### config.mk
export PLATFORM = sky130hd
export DESIGN_NAME = ready_source_selector
export DESIGN_NICKNAME = d
export VERILOG_FILES = /design/src/hdl/rss_pkg.sv /design/src/hdl/ready_source_selector.sv /design/src/hdl/rss_store.sv /design/src/hdl/rss_divider.sv
export SDC_FILE = /design/constraint.sdc
export NUM_CORES = 1
export LEC_CHECK = 0
export BUFFER_PORTS_ARGS = -buffer_cell sky130_fd_sc_hd__buf_4
export CAP_MARGIN = 20
export CORE_MARGIN = 1
export CORE_UTILIZATION = 45
export DETAILED_ROUTE_END_ITERATION = 12
export PLACE_DENSITY = 0.6
export SYNTH_ARGS = -nofsm -noshare
export SYNTH_HDL_FRONTEND = slang
export SYNTH_SLANG_ARGS = --single-unit
### constraint.sdc
create_clock -name clk -period 8.4 [get_ports clk]
set_input_delay 0.84 -clock clk [delete_from_list [all_inputs] [get_ports clk]]
set_output_delay 0.84 -clock clk [all_outputs]
set_load 0.005 [all_outputs]
### src/hdl/rss_pkg.sv
package rss_pkg;

  localparam int MAX_SOURCES = 16;
  localparam int IDX_W       = 4;
  localparam int CNT_W       = 5;
  localparam int TIME_W      = 63;
  localparam int HASH_W      = 32;
  localparam int STEP_W      = 6;
  localparam int CFG_IDX_W   = 2;

  localparam logic [CFG_IDX_W-1:0] CFG_USE_HASH    = 2'd0;
  localparam logic [CFG_IDX_W-1:0] CFG_HOST_HASH   = 2'd1;
  localparam logic [CFG_IDX_W-1:0] CFG_NUM_SOURCES = 2'd2;

  localparam logic REQ_SELECT = 1'b0;
  localparam logic REQ_SET    = 1'b1;

  typedef struct packed {
    logic              start;
    logic [HASH_W-1:0] dividend;
    logic [CNT_W-1:0]  divisor;
    logic [STEP_W-1:0] steps;
  } div_ctrl_t;

  typedef struct packed {
    logic             done;
    logic [IDX_W-1:0] rem;
  } div_stat_t;

endpackage

### src/hdl/ready_source_selector.sv
// Server selector with per-server suspension times. A set request (req_type 1)
// writes one suspension time and returns an all-zero result through S_FIN.
// A select request scans the configured servers, at most 16, one per cycle
// through a single 63-bit time comparator, reduces the round robin pointer or
// the magnitude of the host hash modulo the candidate count in a one-bit-per-
// cycle remainder unit (5 steps in round robin mode, 32 in hash mode), then
// walks the captured ready mask one server per cycle to the chosen member.
// With num_sources 0 the request goes straight to S_FIN and returns the empty
// result. One request is in flight at a time; in_ready is high only while the
// sequencer is idle. The result sits in an output register until out_ready
// takes it. Configuration is to be written with cfg_we, cfg_index and
// cfg_wdata only while no request is in flight; the block itself does not
// enforce this.
module ready_source_selector (
  input  logic                              clk,
  input  logic                              rst_n,
  input  logic                              cfg_we,
  input  logic [rss_pkg::CFG_IDX_W-1:0]     cfg_index,
  input  logic [rss_pkg::HASH_W-1:0]        cfg_wdata,
  input  logic                              in_valid,
  output logic                              in_ready,
  input  logic                              in_req_type,
  input  logic [rss_pkg::IDX_W-1:0]         in_entry,
  input  logic [rss_pkg::TIME_W-1:0]        in_suspend_until,
  input  logic [rss_pkg::TIME_W-1:0]        in_now,
  output logic                              out_valid,
  input  logic                              out_ready,
  output logic                              out_found,
  output logic [rss_pkg::IDX_W-1:0]         out_source_index,
  output logic                              out_from_suspended
);

  typedef enum logic [2:0] {S_IDLE, S_SCAN, S_DIV_START, S_DIV, S_PICK, S_FIN} state_t;

  state_t                          state_r;
  logic                            use_hash_r;
  logic [rss_pkg::HASH_W-1:0]      host_hash_r;
  logic [rss_pkg::CNT_W-1:0]       num_sources_r;
  logic [rss_pkg::CNT_W-1:0]       rr_pointer_r;
  logic [rss_pkg::TIME_W-1:0]      now_r;
  logic [rss_pkg::IDX_W-1:0]       idx_r;
  logic [rss_pkg::IDX_W-1:0]       last_r;
  logic [rss_pkg::MAX_SOURCES-1:0] mask_r;
  logic [rss_pkg::CNT_W-1:0]       ready_cnt_r;
  logic [rss_pkg::CNT_W-1:0]       cand_cnt_r;
  logic                            want_ready_r;
  logic [rss_pkg::IDX_W-1:0]       sel_r;
  logic [rss_pkg::IDX_W-1:0]       k_r;
  logic                            res_found_r;
  logic [rss_pkg::IDX_W-1:0]       res_idx_r;
  logic                            res_susp_r;
  logic                            out_valid_r;
  logic                            out_found_r;
  logic [rss_pkg::IDX_W-1:0]       out_index_r;
  logic                            out_susp_r;

  logic                            in_fire;
  logic                            is_ready;
  logic [rss_pkg::CNT_W-1:0]       n_eff;
  logic [rss_pkg::CNT_W-1:0]       ready_cnt_nxt;
  logic [rss_pkg::CNT_W-1:0]       cand_cnt_nxt;
  logic [rss_pkg::HASH_W-1:0]      hash_mag;
  rss_pkg::div_ctrl_t              div_ctrl;
  rss_pkg::div_stat_t              div_stat;

  assign in_ready = (state_r == S_IDLE);
  assign in_fire  = in_valid && in_ready;

  assign n_eff = (num_sources_r > rss_pkg::CNT_W'(rss_pkg::MAX_SOURCES)) ?
                 rss_pkg::CNT_W'(rss_pkg::MAX_SOURCES) : num_sources_r;

  assign ready_cnt_nxt = ready_cnt_r + rss_pkg::CNT_W'(is_ready);
  assign cand_cnt_nxt  = (ready_cnt_nxt != '0) ? ready_cnt_nxt
                                               : {1'b0, last_r} + 1'b1 - ready_cnt_nxt;

  assign hash_mag = host_hash_r[rss_pkg::HASH_W-1] ? (~host_hash_r + 1'b1) : host_hash_r;

  always_comb begin
    div_ctrl.start   = (state_r == S_DIV_START);
    div_ctrl.divisor = cand_cnt_r;
    if (use_hash_r) begin
      div_ctrl.dividend = hash_mag;
      div_ctrl.steps    = rss_pkg::STEP_W'(rss_pkg::HASH_W);
    end else begin
      div_ctrl.dividend = {rr_pointer_r, {(rss_pkg::HASH_W - rss_pkg::CNT_W){1'b0}}};
      div_ctrl.steps    = rss_pkg::STEP_W'(rss_pkg::CNT_W);
    end
  end

  rss_store u_store (
    .clk      (clk),
    .rst_n    (rst_n),
    .wr_en    (in_fire && in_req_type == rss_pkg::REQ_SET),
    .wr_addr  (in_entry),
    .wr_data  (in_suspend_until),
    .rd_addr  (idx_r),
    .now      (now_r),
    .is_ready (is_ready)
  );

  rss_divider u_div (
    .clk   (clk),
    .rst_n (rst_n),
    .ctrl  (div_ctrl),
    .stat  (div_stat)
  );

  always_ff @(posedge clk) begin
    if (!rst_n) begin
      use_hash_r    <= 1'b0;
      host_hash_r   <= '0;
      num_sources_r <= '0;
    end else if (cfg_we) begin
      case (cfg_index)
        rss_pkg::CFG_USE_HASH:    use_hash_r    <= cfg_wdata[0];
        rss_pkg::CFG_HOST_HASH:   host_hash_r   <= cfg_wdata;
        rss_pkg::CFG_NUM_SOURCES: num_sources_r <= cfg_wdata[rss_pkg::CNT_W-1:0];
        default: ;
      endcase
    end
  end

  always_ff @(posedge clk) begin
    if (!rst_n) begin
      state_r      <= S_IDLE;
      rr_pointer_r <= '0;
      out_valid_r  <= 1'b0;
    end else begin
      if (out_valid_r && out_ready && state_r != S_FIN) begin
        out_valid_r <= 1'b0;
      end
      case (state_r)
        S_IDLE: begin
          if (in_fire) begin
            now_r       <= in_now;
            idx_r       <= '0;
            last_r      <= rss_pkg::IDX_W'(n_eff - 1'b1);
            ready_cnt_r <= '0;
            res_found_r <= 1'b0;
            res_idx_r   <= '0;
            res_susp_r  <= 1'b0;
            if (in_req_type == rss_pkg::REQ_SET || n_eff == '0) begin
              state_r <= S_FIN;
            end else begin
              state_r <= S_SCAN;
            end
          end
        end
        S_SCAN: begin
          mask_r[idx_r] <= is_ready;
          ready_cnt_r   <= ready_cnt_nxt;
          idx_r         <= idx_r + 1'b1;
          if (idx_r == last_r) begin
            want_ready_r <= (ready_cnt_nxt != '0);
            cand_cnt_r   <= cand_cnt_nxt;
            state_r      <= S_DIV_START;
          end
        end
        S_DIV_START: begin
          state_r <= S_DIV;
        end
        S_DIV: begin
          if (div_stat.done) begin
            sel_r   <= div_stat.rem;
            idx_r   <= '0;
            k_r     <= '0;
            state_r <= S_PICK;
            if (!use_hash_r) begin
              rr_pointer_r <= rss_pkg::CNT_W'(div_stat.rem) + 1'b1;
            end
          end
        end
        S_PICK: begin
          idx_r <= idx_r + 1'b1;
          if (mask_r[idx_r] == want_ready_r) begin
            k_r <= k_r + 1'b1;
            if (k_r == sel_r) begin
              res_found_r <= 1'b1;
              res_idx_r   <= idx_r;
              res_susp_r  <= !want_ready_r;
              state_r     <= S_FIN;
            end
          end
        end
        S_FIN: begin
          // hold until the output register is free
          if (!out_valid_r || out_ready) begin
            out_valid_r <= 1'b1;
            out_found_r <= res_found_r;
            out_index_r <= res_idx_r;
            out_susp_r  <= res_susp_r;
            state_r     <= S_IDLE;
          end
        end
        default: state_r <= S_IDLE;
      endcase
    end
  end

  assign out_valid          = out_valid_r;
  assign out_found          = out_found_r;
  assign out_source_index   = out_index_r;
  assign out_from_suspended = out_susp_r;

endmodule

### src/hdl/rss_store.sv
module rss_store (
  input  logic                         clk,
  input  logic                         rst_n,
  input  logic                         wr_en,
  input  logic [rss_pkg::IDX_W-1:0]    wr_addr,
  input  logic [rss_pkg::TIME_W-1:0]   wr_data,
  input  logic [rss_pkg::IDX_W-1:0]    rd_addr,
  input  logic [rss_pkg::TIME_W-1:0]   now,
  output logic                         is_ready
);

  logic [rss_pkg::TIME_W-1:0]      mem_r [rss_pkg::MAX_SOURCES];
  logic [rss_pkg::MAX_SOURCES-1:0] valid_r;
  logic [rss_pkg::TIME_W-1:0]      rd_data;

  always_ff @(posedge clk) begin
    if (!rst_n) begin
      valid_r <= '0;
    end else if (wr_en) begin
      valid_r[wr_addr] <= 1'b1;
    end
  end

  always_ff @(posedge clk) begin
    if (wr_en) begin
      mem_r[wr_addr] <= wr_data;
    end
  end

  // unwritten entries hold time zero
  assign rd_data  = valid_r[rd_addr] ? mem_r[rd_addr] : '0;
  assign is_ready = rd_data < now;

endmodule

### src/hdl/rss_divider.sv
module rss_divider (
  input  logic               clk,
  input  logic               rst_n,
  input  rss_pkg::div_ctrl_t ctrl,
  output rss_pkg::div_stat_t stat
);

  logic                              busy_r;
  logic                              done_r;
  logic [rss_pkg::STEP_W-1:0]        steps_r;
  logic [rss_pkg::HASH_W-1:0]        dvd_r;
  logic [rss_pkg::CNT_W-1:0]         dvs_r;
  logic [rss_pkg::CNT_W-1:0]         rem_r;
  logic [rss_pkg::CNT_W-1:0]         shifted;
  logic [rss_pkg::CNT_W-1:0]         rem_nxt;

  // partial remainder stays below the divisor, so four bits carry it
  assign shifted = {rem_r[rss_pkg::CNT_W-2:0], dvd_r[rss_pkg::HASH_W-1]};
  assign rem_nxt = (shifted >= dvs_r) ? shifted - dvs_r : shifted;

  always_ff @(posedge clk) begin
    if (!rst_n) begin
      busy_r <= 1'b0;
      done_r <= 1'b0;
    end else begin
      done_r <= 1'b0;
      if (ctrl.start) begin
        busy_r <= 1'b1;
      end else if (busy_r && steps_r == rss_pkg::STEP_W'(1)) begin
        busy_r <= 1'b0;
        done_r <= 1'b1;
      end
    end
  end

  always_ff @(posedge clk) begin
    if (ctrl.start) begin
      dvd_r   <= ctrl.dividend;
      dvs_r   <= ctrl.divisor;
      steps_r <= ctrl.steps;
      rem_r   <= '0;
    end else if (busy_r) begin
      dvd_r   <= {dvd_r[rss_pkg::HASH_W-2:0], 1'b0};
      steps_r <= steps_r - rss_pkg::STEP_W'(1);
      rem_r   <= rem_nxt;
    end
  end

  assign stat.done = done_r;
  assign stat.rem  = rem_r[rss_pkg::IDX_W-1:0];

endmodule
==> flow_summary.json, run 1 <==
{
  "min_to": "now_r[19]",
  "p_leak_uw": 0.0188,
  "reg2reg_setup_slack_ps": 1330,
  "reg2reg_to": "cand_cnt_r[4]",
  "fillCellCount": 8500,
  "ys_top_cells_by_area": "edfxtp_1 (71%), mux4_2 (15%), dfxtp_1 (2.9%)",
  "slew_viol_final": 0,
  "hold_viol": 0,
  "yosysWarnings": 0,
  "fin_crit_sh_pct": 84.2,
  "syn_inst": 2545,
  "crit_slowest_cell": "nor4_1",
  "avgRoutedWirePerCell_um": 26.2,
  "synth.avg_cell_area_um2": 19.5,
  "cts_tree": "built",
  "antenna_found_initial": 12,
  "powerDensity_nw_per_um2": 288,
  "rsz0062_at_grt": "false",
  "holdCritStartpoint": "in_now[19]",
  "critical_path_buf_inv_count": 1,
  "vias": 24888,
  "crit_required_ps": 8860,
  "arrival_ps": 7540,
  "cts_buffers": 136,
  "portBuffers": 177,
  "grt_pass1_wl_mm": 171,
  "wl_mm": 115,
  "cp-end-kind": "register",
  "yosysTopAreaCell": "edfxtp_1",
  "hold_buffers": 0,
  "grt_max_degree": 73,
  "die_area_um2": 112000,
  "die_w_um": 334,
  "crit_type": "register to register",
  "hold_ws_ps": 279,
  "layout_commonest_cell": "edfxtp_1",
  "yosysSeqAreaShare_pct": 73.6,
  "max_freq_mhz": 141,
  "finClkSkew_ps": 28.2,
  "r2r_cells": 20,
  "cp-start-kind": "register",
  "fin_crit_ps": 7070,
  "insertion_delay_ps": 740,
  "yosys.area.top_type_share_pct": 70.7,
  "drcViolationCount": 0,
  "drtPass1Iterations": 5,
  "hold_class": "primary input to register",
  "instances_no_fill": 4403,
  "cp_top_family": "simple AND/OR/NAND/NOR gates",
  "outcome": "finished, final reports clean",
  "setup-tns-final_ps": 0,
  "htreeDepth": 4,
  "max_stage_delay_ps": 850,
  "coreArea_um2": 109000,
  "grt_pass1_vias": 25929,
  "ios": 178,
  "crit_chain": "buf_12, mux4_2, mux4_2, nor2b_1, ha_1, nand4_1, nor4_1, nand3_1, nor4_1, a21oi_1, o21a_1, ha_1, ha_1, xnor2_1, ha_1, ha_1, a21o_1, a21oi_1, xnor2_1, o21ai_0",
  "start_util_pct": 45.5,
  "synth_cell_type_count": 61,
  "hpwl_mm": 65.7,
  "multi_input_area_um2": 12400,
  "avgViaCountPerCell": 5.65,
  "finish.utilization_pct": 52.6,
  "synthToLayoutAreaGrowth_pct": 15.7,
  "vdd_drop_max_mv": 0.202,
  "max-slew-margin-rel_pct": 26.0,
  "clockRootBuffer": "clkbuf_16",
  "ys.flop_type": "edfxtp_1",
  "async_flop_share_pct": 0,
  "grt_overflow": 0,
  "crit_top_cell": "ha_1",
  "setup_viol": 0,
  "fin_nets": 3073,
  "post_cts_resized": 0,
  "rows": 121,
  "post_cts.repair.setup_buffers": 0,
  "whs_path_depth": 1,
  "gp_congestion": 0.815,
  "clockBufferDepth": 3,
  "drt_iter0_drc": 2254,
  "track_usage_pct": 21.0,
  "cp_max_fo": 62,
  "die_h_um": 334,
  "max_cap_viol_count": 0,
  "tightest_slew_ps": 1110,
  "final_cell_mix": "edfxtp_1 (1169), mux4_2 (322), buf_4 (231)",
  "synth_nets": 2803,
  "clk_pin_slew_ps": 60,
  "synth_seq_cells": 1242,
  "drive_above_1_share_pct": 27.3,
  "synth_edf_count": 1169,
  "cts_sinks": 1242,
  "netlist_area_um2": 49600,
  "dp.cells": 4152,
  "power_uw": 16500,
  "regArea_um2": 36600,
  "drtAntennaViolNets": 0
}
[through the flow]
stage          setup slack, ps  instance area, µm²
6_report                  1330               57500
5_1_grt                    934               57500
4_1_cts                   1300               57400
3_5_place_dp              1310               53100
3_3_place_gp              1420               53100
2_1_floorplan             2210               49600
[how the worst max path moves through the flow]
stage,start,endpoint,cells past startpoint
finish,register,cand_cnt_r[4],20
floorplan,in_valid,u_store.mem_r[0][0],3
detailed placement,register,cand_cnt_r[4],20
CTS,register,cand_cnt_r[4],20
global placement,register,cand_cnt_r[4],20
global route,register,cand_cnt_r[4],20
[layer usage]
metal	GRT usage, %	wire, µm
met1	28.3	48100
met2	35.2	58300
met3	3.79	6500
met4	5.70	2230
met5	0	97
[worst reg2reg max path: stages (launching register included)]
cell	delay, ps
dfxtp_4	580
buf_12	450
mux4_2	630
mux4_2	470
nor2b_1	150
ha_1	350
nand4_1	170
nor4_1	850
nand3_1	250
nor4_1	480
a21oi_1	130
o21a_1	280
ha_1	220
ha_1	200
xnor2_1	330
ha_1	320
ha_1	310
a21o_1	180
a21oi_1	190
xnor2_1	160
o21ai_0	110
[Yosys cell counts (all sizes together), types with 12 or more instances]
cell    number
clkbuf      80
xnor2       16
nor3        21
nand2      129
nand2b      16
nand4       16
nor2       107
nor2b       66
buf         31
edfxtp    1169
xor2        38
nand3       14
mux2i       15
o21ai       74
and3        12
ha          86
inv         92
mux4       322
a21oi       62
dfxtp       73
[flip-flops by register name (all words and copies together) (netlist names), 5 cells and up, named ones only]
signal and count:
u_div.dvs_r 5, num_sources_r 5, rr_pointer_r 5, u_div.steps_r 6
cand_cnt_r 5, host_hash_r 32, u_div.dvd_r 32, ready_cnt_r 5
now_r 63, u_store.mem_r 1008, u_store.valid_r 16, mask_r 16
[area by class of cell]
type	instances	area share (%)
clock inverters	70	1.08
inverters	93	0.608
multi-input cells	1099	21.6
well taps	1476	3.21
flip-flops and latches	1242	63.7
repair buffers	243	3.45
diodes	4	0.0174
clock buffers	176	6.38
[kinds of logic (layout without fill, tap and decap cells)]
family                   after synthesis  in the layout  synth area share (%)
multiplexers                         341            341                  15.0
AND/OR/NAND/NOR                      417            417                  4.15
adder cells (fa/ha/maj)               88             88                  2.25
flip-flops                          1242           1242                  73.6
buffers and inverters                204            582                  1.61
other                                  0              4                     0
XOR/XNOR                              54             54                 0.953
AO/OA/AOI/OAI                        199            199                  2.39
[report_power, final]
part | switching (µW) | internal, µW
Sequential | 297 | 7090
Combinational | 1610 | 1860
Clock | 2410 | 3270
Total | 4330 | 12200
Power figures use the tool's default switching activity.
==> inputs of run 2 (changes only) <==
--- a/config.mk
+++ b/config.mk
@@ -10,7 +10,7 @@
 export CORE_MARGIN = 1
 export CORE_UTILIZATION = 45
 export DETAILED_ROUTE_END_ITERATION = 12
-export PLACE_DENSITY = 0.6
+export PLACE_DENSITY = 0.62
 export SYNTH_ARGS = -nofsm -noshare
 export SYNTH_HDL_FRONTEND = slang
 export SYNTH_SLANG_ARGS = --single-unit
==> constraint.sdc (replaced) <==
create_clock -name clk -period 6.45 [get_ports clk]
set_input_delay 0.645 -clock clk [delete_from_list [all_inputs] [get_ports clk]]
set_output_delay 0.645 -clock clk [all_outputs]
set_load 0.005 [all_outputs]
==> run 2 against run 1 <==
Flip-flop and latch count unchanged. Hold slack got worse by 200 ps. Register-to-register slack got worse by 930 ps. Largest power group unchanged. Critical endpoint unchanged. Via count increased by 0.41%. Critical path type unchanged. Clock-buffer cell count decreased by 4. Largest cell class unchanged.
==> flow_summary.json, run 2 (synthesis gave the netlist of run 1 again) <==
{
  "outcome": "finished, final reports clean",
  "cp-start-kind": "register",
  "drtAntennaViolNets": 0,
  "multi_input_area_um2": 12400,
  "coreArea_um2": 109000,
  "arrival_ps": 6500,
  "pre_cts_slack_ps": -219,
  "vias": 24989,
  "fin_crit_ps": 6050,
  "finClkSkew_ps": 38.3,
  "rows": 121,
  "layout_commonest_cell": "edfxtp_1",
  "hold_class": "primary input to register",
  "drive_above_1_share_pct": 27.4,
  "grt_overflow": 0,
  "insertion_delay_ps": 750,
  "slew_viol_final": 0,
  "antenna_found_initial": 17,
  "crit_required_ps": 6890,
  "die_h_um": 334,
  "gp_congestion": 0.842,
  "hold_buffers": 0,
  "p_leak_uw": 0.0190,
  "grt_max_degree": 69,
  "avgRoutedWirePerCell_um": 26.0,
  "cp-end-kind": "register",
  "track_usage_pct": 20.9,
  "cts_buffers": 132,
  "tightest_slew_ps": 1060,
  "fin_nets": 3088,
  "avgViaCountPerCell": 5.67,
  "drtPass1Iterations": 5,
  "portBuffers": 177,
  "grt_pass1_vias": 26050,
  "cts_sinks": 1242,
  "max-slew-margin-rel_pct": 29.3,
  "vdd_drop_max_mv": 0.220,
  "clk_pin_slew_ps": 60,
  "largest_reg_flops": 1008,
  "hpwl_mm": 63.6,
  "fin_ws_ps": 396,
  "wl_mm": 115,
  "htreeDepth": 4,
  "cp_max_fo": 35,
  "drt_iter0_drc": 2129,
  "ios": 178,
  "die_w_um": 334,
  "hold_viol": 0,
  "powerDensity_nw_per_um2": 373,
  "rsz0062_at_grt": "false",
  "max_freq_mhz": 165,
  "fillCellCount": 8402,
  "crit_type": "register to register",
  "clockBufferDepth": 3,
  "clockRootBuffer": "clkbuf_16",
  "final_cell_mix": "edfxtp_1 (1169), mux4_2 (322), buf_4 (230)",
  "setup_viol": 0,
  "grt_pass1_wl_mm": 170,
  "regArea_um2": 36600,
  "die_area_um2": 112000,
  "largest_register": "u_store.mem_r",
  "fin_crit_sh_pct": 93.9,
  "drcViolationCount": 0,
  "setup-tns-final_ps": 0,
  "synthToLayoutAreaGrowth_pct": 16.4,
  "start_util_pct": 45.5,
  "max_cap_viol_count": 0,
  "cts_tree": "built",
  "top_regs": "u_store.mem_r x1008, now_r x63"
}
run 2: worst paths after layout:
kind	start	endpoint	slack, ps	cells past startpoint
min reg2reg	cand_cnt_r[4]	u_div.dvs_r[4]	380	0
max	register	cand_cnt_r[4]	400	21
max reg2reg	register	cand_cnt_r[4]	400	21
min	in_now[45]	now_r[45]	80	1
run 2: power breakdown:
part / internal, µW / total (µW) / switching [µW]
combinational: 2560 / 4820 / 2260
clock: 4170 / 7260 / 3080
sequential: 9230 / 9510 / 279
run 2: final cells by class:
type                    count  area share (%)
multi-input cells        1099            21.5
clock inverters            61            1.07
clock buffers             172            6.12
flip-flops and latches   1242            63.3
inverters                  93           0.604
diodes                      4          0.0173
repair buffers            262            4.15
well taps                1476            3.20
run 2: layer usage:
layer / track usage (%) / vias up / wire length (µm)
met5: 0 / - / 168
met1: 28.2 / 13125 / 47700
met4: 5.81 / 24 / 2190
met2: 34.2 / 838 / 56700
met3: 4.60 / 172 / 7910
li1: - / 10830 / -
run 2: metrics by stage:
step | instance area (µm²) | utilization, % | std cells | total power [µW] | hold WS [ps]
after global routing | 57800 | 52.9 | 4409 | 22500 | 45.7
after CTS | 57600 | 52.8 | 4399 | 21800 | 32.8
final | 57800 | 52.9 | 4409 | 21600 | 77.7
after detailed placement | 53500 | 49.0 | 4166 | 14500 | 405
after global placement | 53400 | 48.9 | 4164 | 14400 | 404
after floorplan | 49600 | - | 2545 | 13000 | 400
run 2: critical path, cell delays in order (launching register included):
cell,delay (ps)
dfxtp_4,470
buf_16,280
mux4_2,550
mux4_2,480
nor2b_1,150
ha_1,310
a21oi_1,140
o21ai_0,190
a221oi_1,350
o21ai_1,230
a2111oi_4,470
buf_4,170
o21a_2,230
ha_1,200
ha_1,180
xnor2_1,150
ha_1,290
ha_1,290
a21o_1,180
a21oi_1,180
xnor2_1,130
o21ai_0,80
run 2: timing repair:
action,in CTS,in global routing
gates cloned,0,1
resized for setup,2,11
pin swaps,0,1
endpoints found under the setup margin,3,3
buffers inserted,0,2
